===== config.mk =====
export PLATFORM = sky130hd
export DESIGN_NAME = utf8_to_ucs2_hex_text_flat
export DESIGN_NICKNAME = d
export VERILOG_FILES = /design/src/rtl/core/u2h_pkg.sv /design/src/rtl/core/u2h_byte_if.sv /design/src/rtl/core/u2h_hex_if.sv /design/src/rtl/core/u2h_front.sv /design/src/rtl/core/u2h_queue.sv /design/src/rtl/core/u2h_back.sv /design/src/rtl/core/utf8_to_ucs2_hex_text.sv /design/src/flat_wrapper.sv
export SDC_FILE = /design/constraint.sdc
export NUM_CORES = 1
export LEC_CHECK = 0
export BUFFER_PORTS_ARGS = -buffer_cell sky130_fd_sc_hd__buf_2
export CELL_PAD_IN_SITES_DETAIL_PLACEMENT = 0
export CELL_PAD_IN_SITES_GLOBAL_PLACEMENT = 2
export CORE_ASPECT_RATIO = 0.7
export CORE_MARGIN = 4
export CORE_UTILIZATION = 44
export DETAILED_ROUTE_END_ITERATION = 16
export PLACE_DENSITY_LB_ADDON = 0.25
export SETUP_SLACK_MARGIN = 0.4
export SLEW_MARGIN = 20
export SYNTH_ARGS = -nofsm -noshare
export SYNTH_HDL_FRONTEND = slang
export SYNTH_SLANG_ARGS = --single-unit

===== constraint.sdc =====
create_clock -name clk_i -period 2.75 [get_ports clk_i]
set_clock_uncertainty 0.1 [all_clocks]
set_input_delay 0.1375 -clock clk_i [delete_from_list [all_inputs] [get_ports clk_i]]
set_output_delay 0.1375 -clock clk_i [all_outputs]
set_load 0.01 [all_outputs]

===== src/rtl/core/u2h_pkg.sv =====
// Package for the UTF-8 to UCS-2 hex text converter.
// Holds shared widths, byte class limits, the queue entry type and the hex digit function.
`timescale 1ns / 1ps

package u2h_pkg;

  localparam int unsigned ByteWidth  = 8;
  localparam int unsigned CodeWidth  = 11;
  localparam int unsigned HexWidth   = 7;
  localparam int unsigned QueueDepth = 4;

  localparam logic [ByteWidth-1:0] AsciiMax = 8'h7F;
  localparam logic [ByteWidth-1:0] PairMax  = 8'hDF;
  localparam logic [ByteWidth-1:0] Drop2Max = 8'hEF;
  localparam logic [ByteWidth-1:0] Drop3Max = 8'hF4;

  localparam logic [1:0] DropTwo   = 2'd2;
  localparam logic [1:0] DropThree = 2'd3;
  localparam logic [1:0] LastDigit = 2'd3;

  localparam logic [HexWidth-1:0] CharZero = 7'h30;
  localparam logic [HexWidth-1:0] CharNine = 7'h39;
  localparam logic [HexWidth-1:0] CharA    = 7'h41;
  localparam logic [HexWidth-1:0] CharF    = 7'h46;

  typedef enum logic [2:0] {
    MODE_IDLE = 3'b001,
    MODE_PAIR = 3'b010,
    MODE_DROP = 3'b100
  } mode_e;

  // One decoded code unit on its way from the front end to the queue.
  typedef struct packed {
    logic                 push;
    logic [CodeWidth-1:0] code;
  } code_req_t;

  // Head of the queue as seen by the back end.
  typedef struct packed {
    logic                 avail;
    logic [CodeWidth-1:0] code;
  } code_head_t;

  // ASCII upper-case hex digit of one nibble of the code zero-extended to 16 bits, MSB nibble first.
  function automatic logic [HexWidth-1:0] hex_digit(logic [CodeWidth-1:0] code,
                                                    logic [1:0] idx);
    logic [15:0] full;
    logic [3:0]  nib;
    full = {{(16 - CodeWidth){1'b0}}, code};
    case (idx)
      2'd0:    nib = full[15:12];
      2'd1:    nib = full[11:8];
      2'd2:    nib = full[7:4];
      default: nib = full[3:0];
    endcase
    if (nib < 4'd10) begin
      hex_digit = CharZero + {3'b000, nib};
    end else begin
      hex_digit = CharA + {3'b000, nib - 4'd10};
    end
  endfunction

endpackage


===== src/rtl/core/u2h_byte_if.sv =====
// Byte input channel of the converter: valid/ready handshake with byte and end flag.
// Depends on u2h_pkg for the byte width.
`timescale 1ns / 1ps

interface u2h_byte_if;
  import u2h_pkg::*;

  logic                 valid;
  logic                 ready;
  logic [ByteWidth-1:0] in_byte;
  logic                 string_end;

  modport source (output valid, in_byte, string_end, input ready);
  modport sink (input valid, in_byte, string_end, output ready);
endinterface


===== src/rtl/core/u2h_hex_if.sv =====
// Hex character output channel of the converter: valid/ready handshake with digit and flag.
// Depends on u2h_pkg for the character width.
`timescale 1ns / 1ps

interface u2h_hex_if;
  import u2h_pkg::*;

  logic                valid;
  logic                ready;
  logic [HexWidth-1:0] hex_char;
  logic                run_last;

  modport source (output valid, hex_char, run_last, input ready);
  modport sink (input valid, hex_char, run_last, output ready);
endinterface


===== src/rtl/core/u2h_front.sv =====
// Front end: takes UTF-8 bytes, tracks the decode mode and emits 11-bit code units.
// Depends on u2h_pkg.
`timescale 1ns / 1ps

module u2h_front import u2h_pkg::*; (
  input  logic                 clk_i,
  input  logic                 rst_ni,
  input  logic                 accept_i,
  input  logic [ByteWidth-1:0] in_byte_i,
  input  logic                 string_end_i,
  output code_req_t            req_o
);

  mode_e      mode_q, mode_d;
  logic [4:0] pend_q, pend_d;
  logic [1:0] drop_q, drop_d;
  code_req_t  req;

  always_comb begin
    mode_d   = mode_q;
    pend_d   = pend_q;
    drop_d   = drop_q;
    req.push = 1'b0;
    req.code = '0;
    if (accept_i) begin
      unique case (mode_q)
        MODE_PAIR: begin
          req.push = 1'b1;
          req.code = {pend_q, in_byte_i[5:0]};
          mode_d   = MODE_IDLE;
          pend_d   = '0;
          drop_d   = '0;
        end
        MODE_DROP: begin
          drop_d = drop_q - 2'd1;
          if (drop_d == 2'd0) begin
            mode_d = MODE_IDLE;
            pend_d = '0;
          end
        end
        default: begin
          mode_d = MODE_IDLE;
          pend_d = '0;
          drop_d = '0;
          if (in_byte_i <= AsciiMax) begin
            req.push = 1'b1;
            req.code = {{(CodeWidth - 7){1'b0}}, in_byte_i[6:0]};
          end else if (in_byte_i <= PairMax) begin
            if (string_end_i) begin
              req.push = 1'b1;
              req.code = {in_byte_i[4:0], 6'b000000};
            end else begin
              pend_d = in_byte_i[4:0];
              mode_d = MODE_PAIR;
            end
          end else if (in_byte_i <= Drop2Max) begin
            drop_d = DropTwo;
            mode_d = MODE_DROP;
          end else if (in_byte_i <= Drop3Max) begin
            drop_d = DropThree;
            mode_d = MODE_DROP;
          end
        end
      endcase
      if (string_end_i) begin
        mode_d = MODE_IDLE;
        pend_d = '0;
        drop_d = '0;
      end
    end
  end

  assign req_o = req;

  always_ff @(posedge clk_i or negedge rst_ni) begin
    if (!rst_ni) begin
      mode_q <= MODE_IDLE;
      pend_q <= '0;
      drop_q <= '0;
    end else begin
      mode_q <= mode_d;
      pend_q <= pend_d;
      drop_q <= drop_d;
    end
  end

endmodule


===== src/rtl/core/u2h_queue.sv =====
// Short code unit queue between the front and back ends.
// Depends on u2h_pkg for the entry width and the request and head types.
`timescale 1ns / 1ps

module u2h_queue import u2h_pkg::*; #(
  parameter int unsigned Depth = QueueDepth
) (
  input  logic       clk_i,
  input  logic       rst_ni,
  input  code_req_t  req_i,
  input  logic       pop_i,
  output logic       full_o,
  output code_head_t head_o
);

  localparam int unsigned PtrW = (Depth > 1) ? $clog2(Depth) : 1;
  localparam int unsigned CntW = $clog2(Depth + 1);

  logic [CodeWidth-1:0] mem_q [Depth];
  logic [PtrW-1:0]      wr_ptr_q, wr_ptr_d, rd_ptr_q, rd_ptr_d;
  logic [CntW-1:0]      count_q, count_d;

  function automatic logic [PtrW-1:0] ptr_next(logic [PtrW-1:0] p);
    ptr_next = (p == PtrW'(Depth - 1)) ? '0 : p + 1'b1;
  endfunction

  always_comb begin
    wr_ptr_d = req_i.push ? ptr_next(wr_ptr_q) : wr_ptr_q;
    rd_ptr_d = pop_i ? ptr_next(rd_ptr_q) : rd_ptr_q;
    count_d  = count_q + CntW'(req_i.push) - CntW'(pop_i);
  end

  assign full_o       = (count_q == CntW'(Depth));
  assign head_o.avail = (count_q != '0);
  assign head_o.code  = mem_q[rd_ptr_q];

  always_ff @(posedge clk_i) begin
    if (req_i.push) begin
      mem_q[wr_ptr_q] <= req_i.code;
    end
  end

  always_ff @(posedge clk_i or negedge rst_ni) begin
    if (!rst_ni) begin
      wr_ptr_q <= '0;
      rd_ptr_q <= '0;
      count_q  <= '0;
    end else begin
      wr_ptr_q <= wr_ptr_d;
      rd_ptr_q <= rd_ptr_d;
      count_q  <= count_d;
    end
  end

endmodule


===== src/rtl/core/u2h_back.sv =====
// Back end: serializes each code unit into four hex digits through an output register.
// Depends on u2h_pkg.
`timescale 1ns / 1ps

module u2h_back import u2h_pkg::*; (
  input  logic                clk_i,
  input  logic                rst_ni,
  input  code_head_t          head_i,
  output logic                pop_o,
  input  logic                out_ready_i,
  output logic                out_valid_o,
  output logic [HexWidth-1:0] hex_char_o,
  output logic                run_last_o
);

  logic [CodeWidth-1:0] code_q, code_d;
  logic [1:0]           idx_q, idx_d;
  logic                 have_q, have_d;
  logic                 valid_q, valid_d;
  logic [HexWidth-1:0]  char_q, char_d;
  logic                 last_q, last_d;
  logic                 slot_free;

  assign slot_free = !valid_q || out_ready_i;

  always_comb begin
    code_d  = code_q;
    idx_d   = idx_q;
    have_d  = have_q;
    valid_d = valid_q && !out_ready_i;
    char_d  = char_q;
    last_d  = last_q;
    pop_o   = 1'b0;
    if (slot_free) begin
      if (have_q) begin
        valid_d = 1'b1;
        char_d  = hex_digit(code_q, idx_q);
        last_d  = (idx_q == LastDigit);
        idx_d   = idx_q + 2'd1;
        have_d  = (idx_q != LastDigit);
      end else if (head_i.avail) begin
        pop_o   = 1'b1;
        valid_d = 1'b1;
        char_d  = hex_digit(head_i.code, 2'd0);
        last_d  = 1'b0;
        code_d  = head_i.code;
        idx_d   = 2'd1;
        have_d  = 1'b1;
      end
    end
  end

  assign out_valid_o = valid_q;
  assign hex_char_o  = char_q;
  assign run_last_o  = last_q;

  always_ff @(posedge clk_i) begin
    code_q <= code_d;
    char_q <= char_d;
    last_q <= last_d;
  end

  always_ff @(posedge clk_i or negedge rst_ni) begin
    if (!rst_ni) begin
      idx_q   <= '0;
      have_q  <= 1'b0;
      valid_q <= 1'b0;
    end else begin
      idx_q   <= idx_d;
      have_q  <= have_d;
      valid_q <= valid_d;
    end
  end

endmodule


===== src/rtl/core/utf8_to_ucs2_hex_text.sv =====
// Top level of the UTF-8 to UCS-2 hex text converter: front end, queue and back end.
// Depends on u2h_pkg, u2h_byte_if, u2h_hex_if, u2h_front, u2h_queue and u2h_back.
//
//   Channel | Direction | Word contents
//   --------+-----------+----------------------------------------------------
//   in_i    | sink      | in_byte (8 bits), string_end (1 bit)
//   out_o   | source    | hex_char (7 bits ASCII), run_last (1 bit, 4th digit)
//
// A byte is taken in the cycle it is offered as long as the code queue has room.
// Each one- or two-byte character gives four digits, one per cycle while out_o is ready,
// so a stream of such characters is paced by the single-digit output port.
// Bytes that give no digits push nothing into the queue. Reset clears the decode state, the
// queue and the output register; there is no clearing pass.
// A stalled output fills the queue and then drops in_i.ready; the front end keeps
// decoding into the queue while the back end waits.
`timescale 1ns / 1ps

module utf8_to_ucs2_hex_text import u2h_pkg::*; #(
  parameter int unsigned QDepth = QueueDepth
) (
  input  logic       clk_i,
  input  logic       rst_ni,
  u2h_byte_if.sink   in_i,
  u2h_hex_if.source  out_o
);

  code_req_t  req;
  code_head_t head;
  logic       queue_full;
  logic       pop;
  logic       accept;

  // The queue must have space for a possible code unit before a byte is taken.
  assign in_i.ready = !queue_full;
  assign accept     = in_i.valid && !queue_full;

  u2h_front u_front (
    .clk_i        (clk_i),
    .rst_ni       (rst_ni),
    .accept_i     (accept),
    .in_byte_i    (in_i.in_byte),
    .string_end_i (in_i.string_end),
    .req_o        (req)
  );

  u2h_queue #(
    .Depth (QDepth)
  ) u_queue (
    .clk_i  (clk_i),
    .rst_ni (rst_ni),
    .req_i  (req),
    .pop_i  (pop),
    .full_o (queue_full),
    .head_o (head)
  );

  // The back end pulls one code unit and then emits its digits back to back.
  u2h_back u_back (
    .clk_i       (clk_i),
    .rst_ni      (rst_ni),
    .head_i      (head),
    .pop_o       (pop),
    .out_ready_i (out_o.ready),
    .out_valid_o (out_o.valid),
    .hex_char_o  (out_o.hex_char),
    .run_last_o  (out_o.run_last)
  );

endmodule


===== src/flat_wrapper.sv =====
// flat-port wrapper written by rule: the top's interface ports become plain ports
module utf8_to_ucs2_hex_text_flat import u2h_pkg::*;
#(
  parameter int unsigned QDepth = QueueDepth
)
  (clk_i, rst_ni, in_i_valid, in_i_in_byte, in_i_string_end, in_i_ready, out_o_valid, out_o_hex_char, out_o_run_last, out_o_ready);
  u2h_byte_if in_i_i ();
  u2h_hex_if out_o_i ();
  input  logic clk_i;
  input  logic rst_ni;
  input wire logic [$bits(in_i_i.valid)-1:0] in_i_valid;
  input wire logic [$bits(in_i_i.in_byte)-1:0] in_i_in_byte;
  input wire logic [$bits(in_i_i.string_end)-1:0] in_i_string_end;
  output wire logic [$bits(in_i_i.ready)-1:0] in_i_ready;
  output wire logic [$bits(out_o_i.valid)-1:0] out_o_valid;
  output wire logic [$bits(out_o_i.hex_char)-1:0] out_o_hex_char;
  output wire logic [$bits(out_o_i.run_last)-1:0] out_o_run_last;
  input wire logic [$bits(out_o_i.ready)-1:0] out_o_ready;
  assign in_i_i.valid = in_i_valid;
  assign in_i_i.in_byte = in_i_in_byte;
  assign in_i_i.string_end = in_i_string_end;
  assign in_i_ready = in_i_i.ready;
  assign out_o_valid = out_o_i.valid;
  assign out_o_hex_char = out_o_i.hex_char;
  assign out_o_run_last = out_o_i.run_last;
  assign out_o_i.ready = out_o_ready;
  utf8_to_ucs2_hex_text #(.QDepth(QDepth)) u_core (.clk_i(clk_i), .rst_ni(rst_ni), .in_i(in_i_i), .out_o(out_o_i));
endmodule

### Word level (Yosys, flattened, before mapping)

Memories as Yosys holds them, arrays and structs flattened. A register that Yosys moved wholly into a read port is not among the register bits.
Index checks and enable logic that the tools add are counted.

* output and inout port bits: 10
* memories: 1
* bits of input ports: 13
* memory bits (writable): 44
* word-level logic and storage cells: 102
* bits in registers: 29

* mux-type cells: 48
* $lt $le $gt $ge: 6
* bitwise gates (word level): 1
* equal/unequal tests: 10
* $add $sub $neg: 12
* reduce and logical (&&, ||, !) cells: 13

Memory list
* u_core.u_queue.mem_q: depth 4, width 11, read ports 1, clocked after Yosys merged registers in 1, wr ports 1, RTL line u2h_queue.sv:19 `logic [CodeWidth-1:0] mem_q [Depth];`

Operators with widths (number)
* two-way mux 12 bit: 4
* two-way mux 7 bit: 4
* <= comparator 8 bit, second input constant: 3
* case mux 12 bit (2 select lines): 1
* two-way mux 4 bit: 5
* two-way mux 5 bit: 4
* two-way mux 2 bit: 9
* two-way mux 3 bit: 6
* adder 6 x 4 -> 7 bit, first input constant: 2
* adder 7 x 4 -> 7 bit, first input constant: 2
* case mux 4 bit (3 select lines): 1
* two-way mux 1 bit: 11
* case mux 5 bit (2 select lines): 1
* == test 2 bit, second input constant: 4
* <= comparator 8 x 7 -> 1 bit, second input constant: 1
* < comparator 4 bit, second input constant: 2
* subtractor 4 bit, second input constant: 2
* adder 2 x 1 -> 2 bit, second input constant: 3
* == test 3 bit, second input constant: 2
* case mux 3 bit (2 select lines): 1
* zero test 2 bit: 2
* case mux 2 bit (2 select lines): 1
* AND reduction 2 bit: 2
* adder 3 x 1 -> 3 bit: 1
* 13 further kinds: 16

### Logic depth before layout (Yosys ltp)

* depth in word-level cells: 9
* gate-level depth with buffers: 9
* depth with buffers taken out: 9

### Cells and area by module

A second synthesis with hierarchy kept.

* cells, all modules: 237
* area total of the unflattened synthesis: 3686.0 sq um

Modules (own cells, without submodules)
* u2h_queue: times used 1, cells an instance 93, area an instance 2005.7 sq um, seq. area each 1496.4 sq um
* u2h_back: times used 1, cells an instance 72, area an instance 1011.0 sq um, seq. area each 670.6 sq um
* u2h_front: times used 1, cells an instance 70, area an instance 659.4 sq um, seq. area each 251.5 sq um
* utf8_to_ucs2_hex_text: times used 1, cells an instance 2, area an instance 10.0 sq um, seq. area each 0.0 sq um

### Least setup slack after synthesis

No wires, ideal clock.

* kind: register -> register
* start: reg u_core.u_back.valid_q (netlist: u_core.u_back.out_valid_o)
* end: reg u_core.u_queue.count_q[2]
* period minus slack after synthesis: 2436 ps
* path slack: 314 ps
* required time: 2527 ps
* path buffers: 0
* arrival time: 2214 ps
* setup time: 123 ps
* stages on the path, launching flop included: 8
* path through: dfrtp_1 > nand2b_1 > nand2_1 > nor2_1 > xnor2_1 > ha_1 > fa_1 > xnor2_1

* cells in the longest elaborated chain, start to end: 4

Ends and longest elaborated chain
* start, declared: RTL line u2h_back.sv:19 `logic valid_q, valid_d;`
* start signal, assigned: RTL line u2h_back.sv:71 `valid_q <= valid_d;`
* zero test 1 bit: RTL line u2h_back.sv:24 `assign slot_free = !valid_q || out_ready_i;`
* logical OR 1 bit: RTL line u2h_back.sv:24
* two-way mux 1 bit: RTL line u2h_back.sv:34 `if (slot_free) begin`
* via u_core.pop: RTL line utf8_to_ucs2_hex_text.sv:30 `logic pop;`
* subtractor 3 x 1 -> 3 bit: RTL line u2h_queue.sv:30 `count_d = count_q + CntW'(req_i.push) - CntW'(pop_i);`
* via u_core.u_queue.count_d[2]: RTL line u2h_queue.sv:21 `logic [CntW-1:0] count_q, count_d;`
* end signal, assigned: RTL line u2h_queue.sv:51 `count_q <= count_d;`
* end, declared: RTL line u2h_queue.sv:21

The timed path passes the listed nets, and every way through them passes these cells.
A chain may end at the register's enable or synchronous reset.

### Final worst setup path

* start: reg u_core.u_back.idx_q[0]
* end: reg u_core.u_back.char_q[2] (netlist: u_core.u_back.hex_char_o[2]) (data pin)

* cells in the longest elaborated chain, start to end: 8
* elaborated cells on any way between the ends: 12
* those cells by class: add/sub (3); order compare (1); eq/ne (2); mux (5); reduce/logical (1)

Ends and longest elaborated chain
* start, declared: RTL line u2h_back.sv:17 `logic [1:0] idx_q, idx_d;`
* start signal, assigned: RTL line u2h_back.sv:69 `idx_q <= idx_d;`
* == test 2 bit, or another cell as far along: RTL line u2h_pkg.sv:50 `case (idx)`
* case mux 4 bit (3 select lines) *: RTL line u2h_pkg.sv:50
* two-way mux 4 bit *: RTL line u2h_back.sv:35 `if (have_q) begin`
* two-way mux 4 bit *: RTL line u2h_back.sv:34
* subtractor 4 bit: RTL line u2h_pkg.sv:59 `hex_digit = CharA + {3'b000, nib - 4'd10};`
* adder 7 x 4 -> 7 bit: RTL line u2h_pkg.sv:59
* two-way mux 7 bit *: RTL line u2h_pkg.sv:56 `if (nib < 4'd10) begin`
* two-way mux 7 bit *: RTL line u2h_back.sv:35
* end signal, assigned: RTL line u2h_back.sv:59 `char_q <= char_d;`
* end, declared: RTL line u2h_back.sv:20 `logic [HexWidth-1:0] char_q, char_d;`

Mark *: on every way between the ends. The rest lies on a longest branch, timed or not. The select of a mux whose other input is x is not followed.

==> results.py <==
metrics = {
    "min_path": {
        "min-delay-path-class": "primary input to flop",
        "timing.hold.worst.start": "in_i_in_byte[4]",
        "worstHoldEndpoint": "u_core.u_front.pend_q[4]",
        "holdPathStages": 2,
    },
    "synthesis": {
        "synth-xor-area-share": 0.0138,
        "postSynth.asyncResetShare": 0.250,
        "synth_cells": 240,
        "synth_top_cell_area_share": 0.509,
        "combinational_family_with_the_most_area_after_synthesis": "compound AO/OA/AOI/OAI gates",
        "synth.mux.area_fraction": 0.0835,
        "post_synthesis_net_count": 266,
        "synth-main-ff-cell": "sky130_fd_sc_hd__edfxtp_1",
        "synth_area_mm2": 0.00372,
        "number_of_register_bits_inferred_by_synthesis": 84,
        "post_synth_num_cell_types": 54,
        "synth_simple_gate_area_share": 0.0784,
        "yosys_warnings": 0,
        "syn-mean-instance-area_um2": 15.5,
        "synth.area.top_cells": "sky130_fd_sc_hd__edfxtp_1 51%, sky130_fd_sc_hd__dfrtp_1 13%, sky130_fd_sc_hd__mux4_2 6.7%, sky130_fd_sc_hd__ha_1 4.0%, sky130_fd_sc_hd__a22o_1 2.6%",
        "ys_seq_area_frac": 0.651,
        "synth_largest_area_cell": "sky130_fd_sc_hd__edfxtp_1",
        "yosysMostFrequentCell": "sky130_fd_sc_hd__edfxtp_1",
        "synth_enable_flop_cells": 63,
        "synthAdderAreaFrac": 0.0458,
        "synth_common_cells": "63 x sky130_fd_sc_hd__edfxtp_1, 20 x sky130_fd_sc_hd__dfrtp_1, 16 x sky130_fd_sc_hd__nand2_1",
        "synth_compound_gate_area_share": 0.102,
    },
    "sta": {
        "share_of_the_clock_period_used_by_the_worst_path": 0.813,
        "period_needed_ps": 2240,
        "timing.max_slew.rel_slack": 0.626,
        "final.setup.tns_ps": 0,
        "rsz0062_at_grt": "no",
        "timing.fmax_mhz": 447,
        "timing_max_transition_violations_final": 0,
        "finalHoldViolations": 0,
        "hold_slack_final_ps": 46.2,
        "slew_of_the_pin_with_the_lowest_slew_margin_ps": 560,
        "timing.final.setup_violations": 0,
    },
    "detailed_routing": {
        "drt.antenna.violating_nets": 0,
        "drt_iter0_drc": 106,
        "drt-vias-per-instance": 5.37,
        "detail_route.wirelength_um": 6900,
        "route.detailed.wl_per_inst_um": 18.0,
        "detailroute.wirelength.met2_um": 2810,
        "overall_via_count_from_detail_route": 2062,
        "detail_route.drc_violations": 0,
        "uppermost_metal_layer_occupied_by_signal_nets": "met4",
        "firstDrtPassIters": 4,
        "wl_met3_um": 522,
        "detail_route.wirelength.met1_um": 3480,
    },
    "cells_and_area": {
        "layout-area-overhead-vs-synth_pct": 15.5,
        "nets": 304,
        "stdcell_area_mm2": 0.00429,
        "num_antenna_cells": 0,
        "drive_above_1_share": 0.269,
        "multi_input_comb_area_mm2": 0.00122,
        "sequential_cell_area_mm2": 0.00242,
        "layout.filler_cells": 674,
        "final_cells": 384,
    },
    "floorplan": {
        "number_of_cell_rows": 27,
        "die_w_um": 118,
        "core_mm2": 0.00804,
        "fp.dieH_um": 84.9,
        "initial_core_util": 0.462,
        "ios": 23,
        "fp.dieArea_mm2": 0.0100,
    },
    "placement": {
        "hpwl_um": 4810,
        "placedCellCount": 363,
        "gp_congestion": 0.811,
        "dpl_cell_area_mm2": 0.00396,
        "port-buffer-count": 22,
    },
    "worst_setup_path": {
        "critical-path-max-stage-delay_ps": 410,
        "timing.setup.critical_path_class": "flop to flop",
        "worstReg2RegStart": "u_core.u_back.idx_q[0]",
        "critical_path_cell_by_cell": "inv_1 -> ha_1 -> a221o_1 -> o21ai_1 -> inv_1 -> ha_1 -> xor2_1 -> nand2_1 -> and3_1",
        "worstPathArrival_ps": 2220,
        "timing.reg2reg.setup_slack_ps": 510,
        "r2r_end": "u_core.u_back.hex_char_o[2]",
        "cp_max_fo": 5,
        "worst-r2r-cell-count": 9,
        "critical-path-slowest-cell": "sky130_fd_sc_hd__dfrtp_1",
        "critical_path_required_ps": 2740,
        "cp-start-kind": "flop",
        "worstSetupEndpointType": "flop",
    },
    "power": {
        "power_mw": 4.25,
        "powerDensity_mw_per_mm2": 991,
        "power.ir.vdd_worst_uv": 552,
        "power.leakage_nw": 1.62,
    },
    "clocking": {
        "cts_buffer_depth": 2,
        "worst_setup_hold_path_clk_slew_ps": 60,
        "clk-insertion-delay-late_ps": 330,
        "postCtsSetupRepairBufs": 0,
        "cts_made_buffers": 9,
        "cts.htree.levels": 3,
        "numClockSinks": 84,
        "tritoncts": "done",
        "ctsRootBufferMaster": "sky130_fd_sc_hd__clkbuf_16",
    },
    "global_route": {
        "grt_use_total": 0.149,
        "number_of_global_route_vias_before_repair": 2044,
        "antenna_found_initial": 0,
        "globalRoute.totalOverflow": 0,
        "maximum_number_of_pins_on_one_net_before_global_route_repair": 22,
        "grt_pass1_wl_um": 11100,
    },
    "job": {
        "cap_violations": 0,
    },
    "run_status": {
        "status": "finished, final reports clean",
    },
}
-- kinds of logic (layout without fill, tap and decap cells) --
group | count (synthesis) | after routing
flops | 84 | 84
simple gates | 55 | 55
compound gates | 47 | 47
buf+inv | 20 | 63
mux | 16 | 16
fa+ha+maj | 13 | 13
xor+xnor | 5 | 5
-- sequential cells by signal, indices dropped and copies added (netlist names) --
signal / count
u_core.u_queue.mem_q: 44
u_core.u_back.code_q: 11
u_core.u_back.hex_char_o: 7
u_core.u_front.pend_q: 5
u_core.u_front.mode_q: 3
u_core.u_queue.count_q: 3
u_core.u_back.idx_q: 2
u_core.u_front.drop_q: 2
u_core.u_queue.rd_ptr_q: 2
u_core.u_queue.wr_ptr_q: 2
u_core.u_back.have_q: 1
u_core.u_back.out_valid_o: 1
u_core.u_back.run_last_o: 1
-- cell type report --
type | count | area share
tap | 101 | 0.0294
clock buffer | 9 | 0.0524
timing repair buffer | 33 | 0.0478
multi-input combinational | 136 | 0.284
sequential | 84 | 0.564
clock inverter | 7 | 0.0102
inverter | 14 | 0.0122
-- cell usage in the layout, fill, tap and decap left out, drive strengths merged, types with 8 or more instances in the layout --
master / Yosys / routed
edfxtp: 63 / 63
buf: 6 / 28
dfrtp: 20 / 20
nand2: 17 / 17
inv: 14 / 14
ha: 12 / 12
a22o: 11 / 11
mux4: 11 / 11
o21ai: 11 / 11
and2: 9 / 9
clkbuf: 0 / 9
nor2: 8 / 8
-- power by group --
part / internal (mW) / total (mW) / switching, mW
Combinational: 0.605 / 1.26 / 0.654
Clock: 0.604 / 1.07 / 0.469
Sequential: 1.73 / 1.92 / 0.191
-- metal layers --
layer,global-route usage,up-vias
li1,-,998
met1,0.226,997
met2,0.199,58
met3,0.0506,9
met4,0.0479,0
met5,0,-
-- worst max-delay path by stage --
stage	start	endpoint	slack, ps	cells after the start
floorplan	u_core.u_back.out_valid_o	u_core.u_queue.count_q[2]	570	7
finish	u_core.u_back.idx_q[0]	u_core.u_back.hex_char_o[2]	510	9
detailed placement	u_core.u_back.idx_q[0]	u_core.u_back.hex_char_o[2]	450	8
global route	u_core.u_back.idx_q[0]	u_core.u_back.hex_char_o[2]	400	9
CTS	u_core.u_back.idx_q[0]	u_core.u_back.hex_char_o[2]	430	8
global placement	u_core.u_back.idx_q[0]	u_core.u_back.hex_char_o[2]	490	8
-- worst max-delay path: cells and delay by family (launching register included) --
kind | cells | cell delay [ps]
compound gates | 2 | 460
xor+xnor | 1 | 160
fa+ha+maj | 2 | 450
buf+inv | 2 | 150
flops | 1 | 410
simple gates | 2 | 260
-- what timing repair did --
action / CTS / global route
endpoints found under the setup margin: 0 / 3
gates resized for setup: 0 / 7
hold buffers: 5 / 0
endpoints found under the hold margin: 24 / 0
-- metrics by stage --
step	setup slack [ps]	utilization
3_5_place_dp	451	0.492
3_3_place_gp	495	0.492
5_1_grt	404	0.534
4_1_cts	430	0.532
6_report	514	0.534
2_1_floorplan	573	-
Note: power is estimated with default switching activity, not from simulation.
